==> config.mk <==
export PLATFORM = sky130hd
export DESIGN_NAME = wav_header_parser_top
export DESIGN_NICKNAME = d
export VERILOG_FILES = /design/src/rtl/wav_hdr_pkg.sv /design/src/rtl/wav_header_parser_top.sv /design/src/rtl/wav_hdr_core.sv /design/src/rtl/wav_hdr_outq.sv
export VERILOG_INCLUDE_DIRS = /design/src /design/src/rtl
export SDC_FILE = /design/constraint.sdc
export NUM_CORES = 1
export LEC_CHECK = 0
export BUFFER_PORTS_ARGS = -buffer_cell sky130_fd_sc_hd__buf_2
export CAP_MARGIN = 40
export CORE_ASPECT_RATIO = 0.8
export CORE_MARGIN = 2
export CORE_UTILIZATION = 45
export CTS_CLUSTER_SIZE = 20
export DETAILED_ROUTE_END_ITERATION = 16
export PLACE_DENSITY = 0.72
export SLEW_MARGIN = 20
export SYNTH_ARGS = -nofsm -noshare
export SYNTH_HDL_FRONTEND = slang
export SYNTH_SLANG_ARGS = --single-unit
==> constraint.sdc <==
create_clock -name clk -period 14.8 [get_ports clk]
set_input_delay 0 -clock clk [delete_from_list [all_inputs] [get_ports clk]]
set_output_delay 0 -clock clk [all_outputs]
set_load 0.01 [all_outputs]
==> src/rtl/wav_header_parser_top_macros.svh <==
`ifndef WAV_HEADER_PARSER_TOP_MACROS_SVH
`define WAV_HEADER_PARSER_TOP_MACROS_SVH

// Same-cycle implication, sampled on the rising edge, off while in reset.
`define WHP_ASSERT_NOW(label, clk, rst_n, ante, cons, msg) \
  label: assert property (@(posedge clk) disable iff (!rst_n) (ante) |-> (cons)) \
    else $error(msg);

// Next-cycle implication, sampled on the rising edge, off while in reset.
`define WHP_ASSERT_NEXT(label, clk, rst_n, ante, cons, msg) \
  label: assert property (@(posedge clk) disable iff (!rst_n) (ante) |=> (cons)) \
    else $error(msg);

`endif

==> src/rtl/wav_hdr_pkg.sv <==
package wav_hdr_pkg;

  localparam logic OP_BYTE = 1'b0;
  localparam logic OP_EOF  = 1'b1;

  localparam logic [1:0] ST_OK      = 2'd0;
  localparam logic [1:0] ST_BAD_HDR = 2'd1;
  localparam logic [1:0] ST_BAD_FMT = 2'd2;
  localparam logic [1:0] ST_REJECT  = 2'd3;

  localparam logic [2:0] PH_RIFF  = 3'd0;
  localparam logic [2:0] PH_CHUNK = 3'd1;
  localparam logic [2:0] PH_FMT   = 3'd2;
  localparam logic [2:0] PH_SKIP  = 3'd3;
  localparam logic [2:0] PH_DONE  = 3'd4;

  localparam logic [31:0] FMT_MIN_LEN = 32'd16;
  localparam logic [31:0] ID_FMT      = 32'h2074_6d66;
  localparam logic [31:0] ID_DATA     = 32'h6174_6164;

  typedef struct packed {
    logic       opcode;
    logic [7:0] byte_value;
  } in_item_t;

  typedef struct packed {
    logic [1:0]  status;
    logic        stereo;
    logic [31:0] rate_hz;
    logic [31:0] byte_rate;
    logic [31:0] data_start;
    logic [31:0] data_size;
  } out_item_t;

  typedef struct packed {
    logic      valid;
    out_item_t item;
  } res_push_t;

  // Expected byte of the "RIFF" <size> "WAVE" header at a given position
  function automatic logic [7:0] riff_expect(input logic [3:0] pos);
    logic [7:0] b;
    case (pos)
      4'd0:    b = 8'h52;
      4'd1:    b = 8'h49;
      4'd2:    b = 8'h46;
      4'd3:    b = 8'h46;
      4'd8:    b = 8'h57;
      4'd9:    b = 8'h41;
      4'd10:   b = 8'h56;
      4'd11:   b = 8'h45;
      default: b = 8'h00;
    endcase
    return b;
  endfunction

  function automatic out_item_t make_fail(input logic [1:0] status);
    out_item_t r;
    r        = '0;
    r.status = status;
    return r;
  endfunction

  function automatic out_item_t make_final(
    input logic [15:0] fmt_code,
    input logic [15:0] chans,
    input logic [31:0] rate,
    input logic [15:0] bits,
    input logic [31:0] file_len,
    input logic [31:0] start,
    input logic [31:0] len
  );
    out_item_t   r;
    logic [31:0] room;
    room = file_len - start;
    if (fmt_code != 16'd1 || bits != 16'd16 || (chans != 16'd1 && chans != 16'd2) ||
        rate == 32'd0 || len == 32'd0) begin
      r = make_fail(ST_REJECT);
    end else begin
      r.status      = ST_OK;
      r.stereo      = (chans == 16'd2);
      r.rate_hz     = rate;
      // channels is 1 or 2 here, so the product is a shift
      r.byte_rate   = (chans == 16'd2) ? {rate[29:0], 2'b00} : {rate[30:0], 1'b0};
      r.data_start  = start;
      r.data_size   = (len < room) ? len : room;
    end
    return r;
  endfunction

endpackage

==> src/rtl/wav_header_parser_top.sv <==
// Channel | Direction | Handshake                  | Carries
// in_     | input     | in_valid / in_stall        | in_item: opcode, byte_value
// out_    | output    | out_valid / out_stall      | out_item: status .. data_size
// cfg_    | input     | cfg_valid / cfg_ready      | cfg_data: file_length
//
// One byte is taken every cycle while in_stall is low; each byte updates the parser state
// registers in a single pass, and that state update loop sets the one-item-per-cycle rate.
// A result is registered in the output register, or in the skid entry behind a stalled one.
// Synchronous reset returns the parser to the RIFF header phase and clears file_length.
// The result side has an output register and a skid entry; in_stall rises only while
// both hold a result, so a stalled result does not hold up the byte stream by itself.
`include "wav_header_parser_top_macros.svh"

module wav_header_parser_top (
  input  logic                   clk,
  input  logic                   rst_n,
  input  logic                   in_valid,
  output logic                   in_stall,
  input  wav_hdr_pkg::in_item_t  in_item,
  output logic                   out_valid,
  input  logic                   out_stall,
  output wav_hdr_pkg::out_item_t out_item,
  input  logic                   cfg_valid,
  output logic                   cfg_ready,
  input  logic [31:0]            cfg_data
);
  import wav_hdr_pkg::*;

  logic [31:0] file_length_r;
  logic        in_fire;
  logic        q_full;
  res_push_t   res;
  logic        fail_fields_zero;
  logic        ok_rates_match;

  assign cfg_ready = 1'b1;
  assign in_stall  = q_full;
  assign in_fire   = in_valid && !q_full;

  always_ff @(posedge clk) begin
    if (!rst_n) begin
      file_length_r <= '0;
    end else if (cfg_valid && cfg_ready) begin
      file_length_r <= cfg_data;
    end
  end

  wav_hdr_core u_core (
    .clk         (clk),
    .rst_n       (rst_n),
    .in_fire     (in_fire),
    .in_item     (in_item),
    .file_length (file_length_r),
    .res         (res)
  );

  wav_hdr_outq u_outq (
    .clk       (clk),
    .rst_n     (rst_n),
    .res       (res),
    .full      (q_full),
    .out_valid (out_valid),
    .out_stall (out_stall),
    .out_item  (out_item)
  );

  assign fail_fields_zero = out_item.stereo == 1'b0 && out_item.rate_hz == 32'd0 &&
                            out_item.byte_rate == 32'd0 && out_item.data_start == 32'd0 &&
                            out_item.data_size == 32'd0;
  assign ok_rates_match   = out_item.rate_hz != 32'd0 &&
                            (out_item.byte_rate == {out_item.rate_hz[30:0], 1'b0} ||
                             out_item.byte_rate == {out_item.rate_hz[29:0], 2'b00});

  `WHP_ASSERT_NOW(a_stall_needs_result, clk, rst_n, in_stall, out_valid, "input stalled with no result waiting")
  `WHP_ASSERT_NOW(a_fail_zero, clk, rst_n, out_valid && out_item.status != ST_OK, fail_fields_zero, "failed result carries nonzero fields")
  `WHP_ASSERT_NOW(a_ok_rate, clk, rst_n, out_valid && out_item.status == ST_OK, ok_rates_match, "accepted result with inconsistent rates")
  `WHP_ASSERT_NEXT(a_skid_cause, clk, rst_n, !in_stall && !(out_valid && out_stall), !in_stall, "skid filled without a stalled result")

endmodule

==> src/rtl/wav_hdr_core.sv <==
module wav_hdr_core (
  input  logic                  clk,
  input  logic                  rst_n,
  input  logic                  in_fire,
  input  wav_hdr_pkg::in_item_t in_item,
  input  logic [31:0]           file_length,
  output wav_hdr_pkg::res_push_t res
);
  import wav_hdr_pkg::*;

  logic [2:0]  phase_r,  phase_nxt;
  logic [31:0] offset_r, offset_nxt;
  logic [3:0]  count_r,  count_nxt;
  logic [63:0] shift_r,  shift_nxt;
  logic [32:0] skip_r,   skip_nxt;
  logic [15:0] fmt_r,    fmt_nxt;
  logic [15:0] chans_r,  chans_nxt;
  logic [31:0] rate_r,   rate_nxt;
  logic [15:0] bits_r,   bits_nxt;
  logic        riff_ok_r, riff_ok_nxt;

  logic [7:0]  b;
  logic [63:0] shift_in;
  logic [31:0] hdr_len;
  logic [31:0] fmt_len;
  logic [32:0] chunk_skip;
  logic [32:0] fmt_skip;
  logic [32:0] skip_dec;

  assign b          = in_item.byte_value;
  assign shift_in   = {b, shift_r[63:8]};
  assign hdr_len    = shift_in[63:32];
  assign fmt_len    = shift_r[63:32];
  assign chunk_skip = {1'b0, hdr_len} + {32'd0, hdr_len[0]};
  assign fmt_skip   = (fmt_len > FMT_MIN_LEN) ?
                      ({1'b0, fmt_len - FMT_MIN_LEN} + {32'd0, fmt_len[0]}) : 33'd0;
  assign skip_dec   = (skip_r != 33'd0) ? (skip_r - 33'd1) : skip_r;

  always_comb begin
    phase_nxt   = phase_r;
    offset_nxt  = offset_r;
    count_nxt   = count_r;
    shift_nxt   = shift_r;
    skip_nxt    = skip_r;
    fmt_nxt     = fmt_r;
    chans_nxt   = chans_r;
    rate_nxt    = rate_r;
    bits_nxt    = bits_r;
    riff_ok_nxt = riff_ok_r;
    res         = '0;

    if (in_fire) begin
      if (in_item.opcode == OP_EOF) begin
        case (phase_r)
          PH_RIFF: res = '{valid: 1'b1, item: make_fail(ST_BAD_HDR)};
          PH_FMT:  res = '{valid: 1'b1, item: make_fail(ST_BAD_FMT)};
          PH_DONE: res = '0;
          // no data chunk seen: validation always rejects
          default: res = '{valid: 1'b1, item: make_fail(ST_REJECT)};
        endcase
        // rearm for the next file
        phase_nxt   = PH_RIFF;
        offset_nxt  = '0;
        count_nxt   = '0;
        shift_nxt   = '0;
        skip_nxt    = '0;
        fmt_nxt     = '0;
        chans_nxt   = '0;
        rate_nxt    = '0;
        bits_nxt    = '0;
        riff_ok_nxt = 1'b1;
      end else if (phase_r != PH_DONE) begin
        offset_nxt = offset_r + 32'd1;
        case (phase_r)
          PH_RIFF: begin
            if ((count_r < 4'd4 || count_r >= 4'd8) && b != riff_expect(count_r)) begin
              riff_ok_nxt = 1'b0;
            end
            count_nxt = count_r + 4'd1;
            if (count_r == 4'd11) begin
              count_nxt = '0;
              if (!riff_ok_nxt) begin
                phase_nxt = PH_DONE;
                res       = '{valid: 1'b1, item: make_fail(ST_BAD_HDR)};
              end else begin
                phase_nxt = PH_CHUNK;
              end
            end
          end
          PH_CHUNK: begin
            shift_nxt = shift_in;
            count_nxt = count_r + 4'd1;
            if (count_r == 4'd7) begin
              count_nxt = '0;
              if (shift_in[31:0] == ID_FMT) begin
                if (hdr_len < FMT_MIN_LEN) begin
                  phase_nxt = PH_DONE;
                  res       = '{valid: 1'b1, item: make_fail(ST_BAD_FMT)};
                end else begin
                  phase_nxt = PH_FMT;
                end
              end else if (shift_in[31:0] == ID_DATA) begin
                phase_nxt = PH_DONE;
                res       = '{valid: 1'b1, item: make_final(fmt_r, chans_r, rate_r, bits_r,
                                                          file_length, offset_nxt, hdr_len)};
              end else begin
                skip_nxt  = chunk_skip;
                phase_nxt = (chunk_skip != 33'd0) ? PH_SKIP : PH_CHUNK;
              end
            end
          end
          PH_FMT: begin
            case (count_r)
              4'd0:    fmt_nxt   = {8'h00, b};
              4'd1:    fmt_nxt   = {b, fmt_r[7:0]};
              4'd2:    chans_nxt = {8'h00, b};
              4'd3:    chans_nxt = {b, chans_r[7:0]};
              4'd4:    rate_nxt  = {24'h000000, b};
              4'd5:    rate_nxt  = {rate_r[31:16], b, rate_r[7:0]};
              4'd6:    rate_nxt  = {rate_r[31:24], b, rate_r[15:0]};
              4'd7:    rate_nxt  = {b, rate_r[23:0]};
              4'd14:   bits_nxt  = {8'h00, b};
              4'd15:   bits_nxt  = {b, bits_r[7:0]};
              default: fmt_nxt   = fmt_r;
            endcase
            count_nxt = count_r + 4'd1;
            if (count_r == 4'd15) begin
              count_nxt = '0;
              skip_nxt  = fmt_skip;
              phase_nxt = (fmt_skip != 33'd0) ? PH_SKIP : PH_CHUNK;
            end
          end
          default: begin
            skip_nxt = skip_dec;
            if (skip_dec == 33'd0) begin
              phase_nxt = PH_CHUNK;
            end
          end
        endcase
      end
    end
  end

  always_ff @(posedge clk) begin
    if (!rst_n) begin
      phase_r   <= PH_RIFF;
      offset_r  <= '0;
      count_r   <= '0;
      shift_r   <= '0;
      skip_r    <= '0;
      fmt_r     <= '0;
      chans_r   <= '0;
      rate_r    <= '0;
      bits_r    <= '0;
      riff_ok_r <= 1'b1;
    end else begin
      phase_r   <= phase_nxt;
      offset_r  <= offset_nxt;
      count_r   <= count_nxt;
      shift_r   <= shift_nxt;
      skip_r    <= skip_nxt;
      fmt_r     <= fmt_nxt;
      chans_r   <= chans_nxt;
      rate_r    <= rate_nxt;
      bits_r    <= bits_nxt;
      riff_ok_r <= riff_ok_nxt;
    end
  end

endmodule

==> src/rtl/wav_hdr_outq.sv <==
module wav_hdr_outq (
  input  logic                   clk,
  input  logic                   rst_n,
  input  wav_hdr_pkg::res_push_t res,
  output logic                   full,
  output logic                   out_valid,
  input  logic                   out_stall,
  output wav_hdr_pkg::out_item_t out_item
);
  import wav_hdr_pkg::*;

  logic      main_v_r, main_v_nxt;
  logic      skid_v_r, skid_v_nxt;
  out_item_t main_r,   main_nxt;
  out_item_t skid_r,   skid_nxt;
  logic      pop;

  assign pop       = main_v_r && !out_stall;
  assign full      = skid_v_r;
  assign out_valid = main_v_r;
  assign out_item  = main_r;

  always_comb begin
    main_v_nxt = main_v_r;
    skid_v_nxt = skid_v_r;
    main_nxt   = main_r;
    skid_nxt   = skid_r;
    if (skid_v_r) begin
      // input is held off while the skid is full
      if (pop) begin
        main_nxt   = skid_r;
        skid_v_nxt = 1'b0;
      end
    end else if (res.valid) begin
      if (main_v_r && !pop) begin
        skid_nxt   = res.item;
        skid_v_nxt = 1'b1;
      end else begin
        main_nxt   = res.item;
        main_v_nxt = 1'b1;
      end
    end else if (pop) begin
      main_v_nxt = 1'b0;
    end
  end

  always_ff @(posedge clk) begin
    if (!rst_n) begin
      main_v_r <= 1'b0;
      skid_v_r <= 1'b0;
    end else begin
      main_v_r <= main_v_nxt;
      skid_v_r <= skid_v_nxt;
    end
  end

  always_ff @(posedge clk) begin
    main_r <= main_nxt;
    skid_r <= skid_nxt;
  end

endmodule
[Word level (Yosys, flattened, before mapping)]
Memories as Yosys holds them, arrays and structs flattened. A register that Yosys moved wholly into a read port is not among the register bits.
Index checks and enable logic that the tools add are counted.
Widths: inputs -> output; s select.
Storage, ports and cells
  register bits: 513
  bits in read-only memories: 96
  input port bits: 46
  memories: 1
Operators by class
  add/subtract/negate cells: 7
  order comparisons: 5
  equal/unequal tests: 37
  mux-type cells: 88
  bitwise logic cells: 1
  reductions and logical operators: 58
Memory list
  (name not given): words 16, bits a word 6, read ports 1, clocked after memory_dff 1, write ports 0, RTL line wav_hdr_pkg.sv:43  | case (pos)
Operators by type and width (count)
  $mux 132: 9
  $mux 131: 5
  $pmux 132 s3: 1
  $mux 33: 8
  $pmux 132 s2: 1
  $mux 32: 7
  $mux 64: 3
  $mux 16: 9
  $pmux 32 s4: 1
  $pmux 33 s3: 1
  $reduce_bool 33->1: 3
  $pmux 16 s2: 3
  $add 32x1->33: 2
  $logic_not 32->1: 2
  $logic_not 33->1: 1
  $sub 33x1->33 const B: 1
  $add 32x1->32 const B: 1
  $eq 32x30->1 const B: 1
  $eq 32x31->1 const B: 1
  $gt 32x5->1 const B: 1
  $lt 32x32->1: 1
  $lt 32x5->1 const B: 1
  $mux 8: 4
  $ne 16x1->1 const B: 2
  42 further kinds: 127

[Depth between registers and ports, before layout]
Gate-level depths: netlist of the first run.
  word-level depth: 21
  depth in mapped cells: 31
  mapped depth without buffers: 29

[Modules after synthesis]
Synthesis of the first run repeated with hierarchy kept, for this count alone.
Second synthesis, totals
  cells, all modules: 2887
  area, all modules: 27896.8 um^2
By module, submodules not included
  wav_hdr_core: instances 1, cells each 2361, area an instance 16901.2 um^2, seq. area each 4304.1 um^2
  wav_hdr_outq: instances 1, cells each 420, area an instance 9734.3 um^2, seq. area each 7907.6 um^2
  wav_header_parser_top: instances 1, cells each 106, area an instance 1261.2 um^2, seq. area each 640.6 um^2

[Worst setup path before layout of the first run]
No wires, ideal clock.
  path kind: reg2reg
  from: register u_core.shift_r[53]
  to: register u_outq.main_r (netlist bit u_outq.out_item[0]) (enable)
  setup time: 0.663 ns
  data arrival time: 8.757 ns
  data required time: 14.137 ns
  path slack: 5.380 ns
  stages on the path, launching flop included: 11
  path through: dfxtp_1 > or4_1 > or2_1 > clkbuf_1 > or4_1 > nand4b_1 > nor2b_1 > o211ai_1 > a21oi_1 > a21oi_1 > a21oi_1
On the way
  longest elaborated chain between the ends: 10
RTL lines
  start: declaration: RTL line wav_hdr_core.sv:14  | logic [63:0] shift_r, shift_nxt;
  start signal: assignment: RTL line wav_hdr_core.sv:160  | shift_r <= shift_nxt;
  $lt 32x5->1: RTL line wav_hdr_core.sv:96  | if (hdr_len < FMT_MIN_LEN) begin
  $mux 132: RTL line wav_hdr_core.sv:96
  $mux 132: RTL line wav_hdr_core.sv:95  | if (shift_in[31:0] == ID_FMT) begin
  $mux 132: RTL line wav_hdr_core.sv:93  | if (count_r == 4'd7) begin
  $pmux 132 s2: RTL line wav_hdr_core.sv:74  | case (phase_r)
  $mux 132: RTL line wav_hdr_core.sv:72  | end else if (phase_r != PH_DONE) begin
  $mux 132: RTL line wav_hdr_core.sv:53  | if (in_item.opcode == OP_EOF) begin
  $mux 132: RTL line wav_hdr_core.sv:52  | if (in_fire) begin
  $reduce_bool 2->1 (no line)
  $reduce_and 3->1 (no line)
  end signal: assignment: RTL line wav_hdr_outq.sv:58  | main_r <= main_nxt;
  end: declaration: RTL line wav_hdr_outq.sv:14  | out_item_t main_r, main_nxt;
Every way passes these cells.
A chain may end at the register's enable or synchronous reset.

==> results of run 1 <==
==> critical path: cells and delay by family (launching register included) <==
family | cells | cell delay [ns]
and+or+nand+nor | 12 | 2.87
AOI/OAI and AO/OA | 10 | 2.16
adders and majority gates | 3 | 0.91
buffers and inverters | 2 | 0.70
xor gates and xnor gates | 2 | 0.42
DFF | 1 | 0.41
==> timing repair <==
item	CTS	global route
hold buffers	51	0
hold endpoints to repair	65	0
endpoints found under the setup margin	0	0
==> logic make-up (layout without fill, tap and decap cells) <==
logic type      Yosys count  in the layout
fa+ha+maj                78             78
xor+xnor                173            173
flops                   509            509
compound gates          685            685
other cells               2              2
simple gates           1061           1061
buf+inv                 251            430
mux                      79             79
==> cell type report <==
class                      count  share of cell area, %
multi-input combinational   2078                   42.8
timing repair buffer         278                   6.24
clock buffer                  75                   4.85
clock inverter                21                  0.683
inverter                      56                  0.699
tap                          779                   3.17
sequential                   509                   41.6
==> worst max-delay path by stage <==
| stage | to | start | cells after the start | slack, ns |
|---|---|---|---|---|
| 6_report | u_outq.out_item[24] | u_core.offset_r[0] | 29 | 7.24 |
| 3_3_place_gp | u_outq.out_item[28] | u_core.offset_r[0] | 28 | 7.40 |
| 4_1_cts | u_outq.out_item[24] | u_core.offset_r[0] | 28 | 7.16 |
| 5_1_grt | u_outq.out_item[24] | u_core.offset_r[0] | 29 | 6.69 |
| 3_5_place_dp | u_outq.out_item[24] | u_core.offset_r[0] | 28 | 7.22 |
| 2_1_floorplan | u_outq.out_item[0] | u_core.shift_r[53] | 10 | 5.38 |
==> layer usage <==
metal  vias up  part of all wire, %  GRT usage [%]
li1      10600                    -              -
met1     11100                   45           36.2
met2       975                   44           37.7
met3       133                  8.2           3.91
met4         4                  2.5           6.75
met5         -                0.037              0
==> power breakdown <==
group / switching [mW] / leakage [nW] / internal, mW / total, mW
clock network: 0.559 / 0.822 / 0.756 / 1.31
registers: 0.0696 / 4.14 / 1.55 / 1.62
logic: 1.06 / 7.17 / 0.676 / 1.74
==> registers in the layout, indices dropped and copies added, names as in the netlist, 3 cells and up, named ones only <==
register / flops
u_core.chans_r: 16
u_core.shift_r: 56
u_core.rate_r: 32
file_length_r: 32
u_core.offset_r: 32
u_outq.skid_r: 130
u_core.count_r: 4
u_outq.out_item: 130
u_core.phase_r: 3
u_core.fmt_r: 16
u_core.bits_r: 16
u_core.skip_r: 33
==> stage by stage <==
step | util, % | total power, mW | hold WS [ns] | cell area (um2)
floorplan | - | 2.89 | 0.147 | 26900
global placement | 47.5 | 3.26 | 0.235 | 28200
detailed placement | 47.9 | 3.31 | 0.243 | 28500
CTS | 51.7 | 4.64 | 0.0753 | 30700
global route | 51.9 | 4.91 | 0.123 | 30800
finish | 51.9 | 4.67 | 0.0898 | 30800
==> placed cells by master, fill, tap and decap left out, drive strengths merged, types with 35 or more instances in the layout <==
cell type,Yosys,routed
a22oi,139,139
a21oi,126,126
dfxtp,249,249
inv,56,58
nor2,448,448
clkbuf,172,77
and2,51,51
a21o,151,151
nor4,52,52
nand3,74,74
mux2i,74,74
nand2,152,152
xor2,71,71
dlygate4sd3,0,51
o21ai,99,99
nand4,35,35
nor3,93,93
xnor2,102,102
ha,77,77
buf,23,225
edfxtp,260,260
==> impl_metrics.csv, run 1 <==
group,metric,value,unit
outcome,outcome,"finished clean",
cells_and_area,fillers,5310,
place,dp_worst_setup_slack,7.22,ns
cells_and_area,areaGrowthSynthToFinish,14.5,%
clock_network,clkLatencyLatePin,0.60,ns
setup_path,worst-path-max-fanout,26,
global_route,grt_pass1_wl,123000,um
global_route,grt-ovfl-total,0,
sta,timing.fmax,132,MHz
setup_path,ff2ff_path_depth,29,
setup_path,rrSetupSlack,7.24,ns
detailed_routing,wl,79100,um
sta,finalSetupViolCount,0,
sta,fin_crit,7.56,ns
synthesis,synth_top_area_cell,"edfxtp_1",
clock_network,clock-sinks,509,
synthesis,synth_edf_count,260,
hold_path,hold_path.class,"primary input to flip-flop",
floorplanning,ioPinCount,180,
hold_path,hold_end,"file_length_r[14]",
clock_network,cts_made_buffers,51,
power_and_ir_drop,powerDensity,152,mW/mm2
cells_and_area,multiInputGateArea,0.0132,mm2
setup_path,rr_startpoint,"u_core.offset_r[0]",
synthesis,syn-num-nets,2962,
global_route,grt_max_degree,101,
sta,finalHoldViolCount,0,
synthesis,syn_inst,2838,
place,dp.cells,3642,
setup_path,end_kind,"flip-flop",
setup_path,worstPathArrival,8.02,ns
synthesis,synth_compound_area_share,17.6,%
detailed_routing,vias,22800,
detailed_routing,drtIter0Drc,2469,
clock_network,cts_root_buf,"clkbuf_16",
synthesis,synth.area.mux_share,2.97,%
power_and_ir_drop,ir_worst_vdd,0.163,mV
clock_network,cts_buffer_depth,3,
cells_and_area,final_layout_size_suffix_gt1_share,11.8,%
setup_path,path_class,"flip-flop to flip-flop",
synthesis,ys_ff_latch,509,
clock_network,postCtsResizedCells,0,
clock_network,postCtsSetupBuffers,0,
synthesis,synth_top_family_by_area,"simple AND/OR/NAND/NOR gates",
setup_path,slowest_stage,"inv_1",
floorplanning,die_w,277,um
synthesis,yosysSeqAreaShare,47.6,%
cells_and_area,n_antenna_cell,0,
setup_path,startpoint_type,"flip-flop",
detailed_routing,drc,0,
synthesis,synthSimpleGateAreaFrac,18.9,%
sta,fin_ws,7.24,ns
place,io_buffer_count,177,
floorplanning,core,0.0594,mm2
floorplanning,die_h,223,um
setup_path,cp.required,15.26,ns
synthesis,synth_top_area_share,29.1,%
cells_and_area,regArea,0.0128,mm2
synthesis,avgSynthCellArea,9.47,um2
clock_network,h-tree-depth,2,
global_route,track_usage,24.7,%
floorplanning,core.rowCount,80,
detailed_routing,firstDrtPassIters,6,
global_route,grt_pass1_vias,21300,
hold_path,min_from,"cfg_valid",
global_route,antenna_found_initial,2,
sta,max_slew_margin,39.3,%
synthesis,synthXorXnorAreaFrac,5.64,%
sta,setup_tns,0,ns
sta,tightest_slew,0.910,ns
clock_network,cts_tree,"yes",
synthesis,synthFlopType,"edfxtp_1",
synthesis,netlist_top_cells_area,"edfxtp_1 (29%), dfxtp_1 (19%), nor2_1 (6.3%)",
place,dp_hpwl,55700,um
sta,rsz0062_at_grt,"false",
synthesis,ys_warn_count,0,
detailed_routing,final_antenna_net_count,0,
sta,timing.final.crit_share,51.1,%
detailed_routing,post_drt_wl_per_cell,20.8,um
floorplanning,start_util,45.3,%
synthesis,synth_fa_ha_area_share,3.66,%
sta,report.final.slew_viol_count,0,
place,place_congestion,0.938,
sta,clock_skew,0.0267,ns
hold_path,min_path_cells,4,
synthesis,synthTopCellsByCount,"nor2_1 (448), edfxtp_1 (260), dfxtp_1 (249)",
setup_path,reg2reg_to,"u_outq.out_item[24]",
synthesis,syn_area,0.0269,mm2
setup_path,max_stage_delay,0.50,ns
cells_and_area,fin_cells,3796,
cells_and_area,nets,3098,
synthesis,yosysUniqueCellTypes,96,
flow_run,cap_violations,0,
synthesis,yosysMostFrequentCell,"nor2_1",
synthesis,async_flop_share,0,%
detailed_routing,avgViaCountPerCell,6.00,
power_and_ir_drop,cellLeakagePower,12.1,nW
clock_network,clk_pin_slew,0.06,ns
floorplanning,die_area,0.0617,mm2
(Power assumes the default switching activity.)
==> run 2: changes to the inputs <==
--- a/config.mk
+++ b/config.mk
@@ -13,7 +13,7 @@
 export CORE_UTILIZATION = 45
 export CTS_CLUSTER_SIZE = 20
 export DETAILED_ROUTE_END_ITERATION = 16
-export PLACE_DENSITY = 0.72
+export PLACE_DENSITY = 0.75
 export SLEW_MARGIN = 20
 export SYNTH_ARGS = -nofsm -noshare
 export SYNTH_HDL_FRONTEND = slang
==> constraint.sdc (replaced) <==
create_clock -name clk -period 6.1 [get_ports clk]
set_input_delay 0 -clock clk [delete_from_list [all_inputs] [get_ports clk]]
set_output_delay 0 -clock clk [all_outputs]
set_load 0.01 [all_outputs]
==> run 2 against run 1 <==
Effect of this change:
- worst hold slack got worse by 0.0093 ns
- sequential power increased by 140%
- combinational power up 140%
- fmax grew 29%
- register-to-register slack worse by 7.0 ns
- final area is 1.3% higher
- clock-buffer cell count fell by 15
- non-clock buffer count grew 42
- sequential cell count unchanged
- wire length is 0.66% lower
- critical path type unchanged
- highest routed layer is now met4
==> impl_metrics.csv, run 2 (synthesized netlist as in run 1, its figures left out) <==
group,metric,value,unit
cells_and_area,n_antenna_cell,0,
detailed_routing,wl,78600,um
global_route,antenna_found_initial,0,
power_and_ir_drop,ir_worst_vdd,0.528,mV
sta,timing.fmax,171,MHz
detailed_routing,drtIter0Drc,2788,
sta,tightest_slew,0.880,ns
global_route,grt_max_degree,101,
clock_network,cts_made_buffers,48,
cells_and_area,fin_cells,3832,
clock_network,clk_pin_slew,0.07,ns
detailed_routing,drc,0,
floorplanning,die_w,277,um
place,dp.cells,3679,
detailed_routing,firstDrtPassIters,6,
setup_path,startpoint_type,"flip-flop",
sta,fin_ws,0.245,ns
sta,fin_crit,5.86,ns
floorplanning,core,0.0594,mm2
hold_path,min_path_cells,4,
setup_path,slowest_stage,"or3b_2",
floorplanning,die_h,223,um
floorplanning,start_util,45.3,%
cells_and_area,final_layout_size_suffix_gt1_share,14.1,%
cells_and_area,final_cell_mix,"nor2_1 (444), edfxtp_1 (260), dfxtp_1 (247), buf_2 (183), nand2_1 (152)",
sta,max_slew_margin,41.2,%
power_and_ir_drop,powerDensity,363,mW/mm2
floorplanning,ioPinCount,180,
setup_path,cp.required,6.43,ns
setup_path,path_class,"flip-flop to flip-flop",
place,place_congestion,0.979,
sta,report.final.slew_viol_count,0,
floorplanning,core.rowCount,80,
clock_network,clkLatencyLatePin,0.58,ns
power_and_ir_drop,cellLeakagePower,12.4,nW
setup_path,cpMostUsedCell,"a21o_1",
setup_path,worst-path-max-fanout,18,
clock_network,cts_root_buf,"clkbuf_16",
floorplanning,die_area,0.0617,mm2
global_route,grt_pass1_vias,21100,
clock_network,cts_buffer_depth,3,
sta,clock_skew,0.0180,ns
clock_network,h-tree-depth,2,
clock_network,clock-sinks,509,
cells_and_area,nets,3137,
place,dp_hpwl,55000,um
clock_network,cts_tree,"yes",
setup_path,worstPathArrival,6.19,ns
sta,finalSetupViolCount,0,
global_route,grt_pass1_wl,121000,um
detailed_routing,final_antenna_net_count,0,
setup_path,max_stage_delay,0.47,ns
detailed_routing,avgViaCountPerCell,5.96,
place,io_buffer_count,177,
outcome,outcome,"finished clean",
setup_path,end_kind,"flip-flop",
global_route,track_usage,24.5,%
cells_and_area,areaGrowthSynthToFinish,16.0,%
cells_and_area,final_common_cell,"nor2_1",
detailed_routing,vias,22900,
hold_path,hold_path.class,"primary input to flip-flop",
detailed_routing,post_drt_wl_per_cell,20.5,um
power_and_ir_drop,total_power,11.3,mW
flow_run,cap_violations,0,
setup_path,ff2ff_path_depth,28,
global_route,grt-ovfl-total,0,
sta,finalHoldViolCount,0,
sta,timing.final.crit_share,96.0,%
place,dp_worst_setup_slack,-0.219,ns
-- run 2: worst paths after layout --
path,startpoint,to,slack (ns)
setup / recovery,u_core.offset_r[3],u_outq.out_item[7],0.24
hold / removal,in_valid,u_core.riff_ok_r,0.08
setup reg to reg,u_core.offset_r[3],u_outq.out_item[7],0.24
hold reg to reg,u_core.bits_r[4],u_core.bits_r[4],0.45
-- run 2: per-stage QoR --
stage	instance area, um2	utilization, %	hold slack [ns]	setup TNS (ns)
6_report	31200	52.5	0.0804	0
5_1_grt	31200	52.5	0.103	-0.523
3_5_place_dp	28700	48.4	0.241	-4.67
2_1_floorplan	26900	-	0.147	0
4_1_cts	30900	52.0	0.0287	0
3_3_place_gp	28600	48.2	0.236	0
-- run 2: timing repair --
item | in CTS | in global routing
endpoints found under the setup margin | 56 | 64
pin swaps | 1 | 12
hold buffers | 51 | 0
buffers inserted | 0 | 6
hold endpoints to repair | 73 | 0
gates resized for setup | 6 | 34
-- run 2: cell type report --
class                   instances  area, um2
clock buffers                  60       1330
clock inverters                30        312
fillers                      5250      28200
inverters                      56        215
multi-input cells            2078      13300
flip-flops and latches        509      12800
well taps                     779        975
repair buffers                320       2220
-- run 2: worst max-delay path, delay by kind of cell (launching register included) --
kind / cells / cell delay (ns)
compound gates: 10 / 1.62
xor+xnor: 2 / 0.30
simple gates: 12 / 2.41
flops: 1 / 0.41
fa+ha+maj: 2 / 0.54
buf+inv: 2 / 0.33
-- run 2: routing by layer --
metal / global-route usage [%] / vias up / routed length (um)
li1: - / 10700 / -
met2: 37.0 / 1095 / 34200
met5: 0 / - / 0
met4: 6.01 / 0 / 1930
met1: 35.5 / 10900 / 34400
met3: 5.65 / 144 / 8080
-- run 2: where the power goes --
part,leakage [nW],switching (mW),internal (mW)
sequential,4.14,0.170,3.75
clock,0.820,1.36,1.78
combinational,7.42,2.58,1.67
==> run 3: changes to the inputs <==
--- a/config.mk
+++ b/config.mk
@@ -10,10 +10,10 @@
 export CAP_MARGIN = 40
 export CORE_ASPECT_RATIO = 0.8
 export CORE_MARGIN = 2
-export CORE_UTILIZATION = 45
+export CORE_UTILIZATION = 55
 export CTS_CLUSTER_SIZE = 20
 export DETAILED_ROUTE_END_ITERATION = 16
-export PLACE_DENSITY = 0.75
+export PLACE_DENSITY = 0.86
 export SLEW_MARGIN = 20
 export SYNTH_ARGS = -nofsm -noshare
 export SYNTH_HDL_FRONTEND = slang
==> run 3 against run 2 <==
Effect of this change:
- via count is 4.7% higher
- clock-buffer cell count stayed put
- sequential power hardly changed
- combinational power is 4% higher
- final cell count is 3.4% lower
- critical endpoint is now u_outq.out_item[15]
- highest routed layer is now met5
==> impl_metrics.csv, run 3 (synthesized netlist as in run 1, its figures left out) <==
group,metric,value,unit
sta,timing.final.crit_share,97.6,%
clock_network,clock-sinks,509,
detailed_routing,wl,85000,um
floorplanning,die_w,251,um
setup_path,startpoint_type,"flip-flop",
setup_path,worstPathArrival,6.32,ns
global_route,grt_max_degree,99,
place,io_buffer_count,177,
setup_path,cp_top_family,"simple AND/OR/NAND/NOR gates",
sta,setup_tns,0,ns
sta,fin_crit,5.95,ns
detailed_routing,final_antenna_net_count,0,
setup_path,cp.required,6.46,ns
floorplanning,die_area,0.0507,mm2
detailed_routing,drtIter0Drc,3109,
sta,max_slew_margin,41.8,%
global_route,grt-ovfl-total,0,
setup_path,cpMostUsedCell,"buf_4",
sta,finalHoldViolCount,0,
place,dp_hpwl,58000,um
sta,hold_ws,0.0844,ns
power_and_ir_drop,cellLeakagePower,12.4,nW
outcome,outcome,"finished clean",
clock_network,clkLatencyLatePin,0.63,ns
place,place_congestion,0.981,
floorplanning,core,0.0483,mm2
cells_and_area,nets,3158,
detailed_routing,avgViaCountPerCell,6.46,
sta,tightest_slew,0.851,ns
floorplanning,die_h,202,um
clock_network,cts_tree,"yes",
sta,finalSetupViolCount,0,
sta,report.final.slew_viol_count,0,
global_route,grt_pass1_vias,22800,
cells_and_area,final_layout_size_suffix_gt1_share,14.9,%
floorplanning,start_util,55.7,%
clock_network,h-tree-depth,2,
cells_and_area,areaGrowthSynthToFinish,16.3,%
clock_network,cts_root_buf,"clkbuf_16",
cells_and_area,n_antenna_cell,0,
floorplanning,core.rowCount,72,
cells_and_area,final_cell_mix,"nor2_1 (441), edfxtp_1 (260), dfxtp_1 (246), buf_2 (182)",
global_route,antenna_found_initial,2,
setup_path,slowest_stage,"or3b_2",
power_and_ir_drop,ir_worst_vdd,0.498,mV
hold_path,hold_path.class,"primary input to flip-flop",
detailed_routing,drc,0,
cells_and_area,final_common_cell,"nor2_1",
setup_path,worst-path-max-fanout,8,
setup_path,max_stage_delay,0.45,ns
setup_path,end_kind,"flip-flop",
flow_run,cap_violations,0,
detailed_routing,post_drt_wl_per_cell,23.0,um
global_route,track_usage,32.5,%
detailed_routing,firstDrtPassIters,6,
sta,clock_skew,0.0243,ns
floorplanning,ioPinCount,180,
power_and_ir_drop,powerDensity,369,mW/mm2
global_route,grt_pass1_wl,130000,um
clock_network,cts_buffer_depth,3,
setup_path,crit_buf_inv,4,
detailed_routing,vias,23900,
sta,timing.fmax,168,MHz
setup_path,path_class,"flip-flop to flip-flop",
clock_network,clk_pin_slew,0.07,ns
clock_network,cts_made_buffers,49,
==> run 3: cell types whose count changed in the layout (fill, tap and decap cells not counted), moves of 3 or more <==
cell	delta
nor2_1	-3
clkinv_4	-3
xnor2_1	-3
inv_16	+3
inv_6	-3
clkbuf_1	+6
clkinvlp_2	+3
ha_1	-3
xnor2_2	+3
clkbuf_8	-3
xor2_2	+4
buf_4	+19
xor2_1	-4
==> run 3: metrics by stage <==
step | worst slack [ns] | total power, mW | utilization, % | area (um2) | instances
2_1_floorplan | 0.0116 | 7.00 | - | 26900 | 2838
3_3_place_gp | 0.0786 | 8.04 | 59.0 | 28500 | 3527
3_5_place_dp | -0.0729 | 8.11 | 59.2 | 28600 | 3537
4_1_cts | 0.00368 | 11.3 | 63.7 | 30800 | 3681
5_1_grt | -0.100 | 12.1 | 64.7 | 31200 | 3703
6_report | 0.146 | 11.5 | 64.7 | 31200 | 3703
==> run 3: what timing repair did <==
action	CTS	global route
endpoints found under the hold margin	77	0
hold buffers	53	0
setup buffers	0	11
gates cloned	0	2
pin swaps	0	24
setup endpoints to repair	32	64
resized for setup	4	60
==> run 3: worst min-delay path, stage by stage <==
cell and delay [ns]:
buf_2 0.27, nand2_1 0.23, nand3_1 0.12
==> run 3: worst paths after layout <==
check	start	to	cells after the start	slack, ns
max	u_core.offset_r[2]	u_outq.out_item[15]	29	0.15
min	in_item[8]	u_core.riff_ok_r	3	0.08
max reg2reg	u_core.offset_r[2]	u_outq.out_item[15]	29	0.15
min reg2reg	u_core.bits_r[5]	u_core.bits_r[5]	2	0.46
==> run 3: cell type report <==
cell class	count	area (um2)
timing repair buffer	340	2360
clock buffer	60	1280
tap	629	787
multi-input combinational	2078	13400
sequential	509	12800
clock inverter	31	359
fill	3687	17000
inverter	56	218
==> run 3: layer usage <==
metal | wire (um) | track usage, % | up-vias
li1 | - | - | 10700
met1 | 35100 | 45.4 | 11500
met2 | 37900 | 50.1 | 1433
met3 | 8930 | 6.84 | 248
met4 | 3080 | 11.6 | 4
met5 | 20 | 0 | -
==> run 3: power breakdown <==
part           switching, mW  total, mW  internal (mW)
Combinational           2.68       4.41           1.73
Sequential             0.174       3.92           3.75
Clock                   1.41       3.18           1.77
Total                   4.27       11.5           7.25
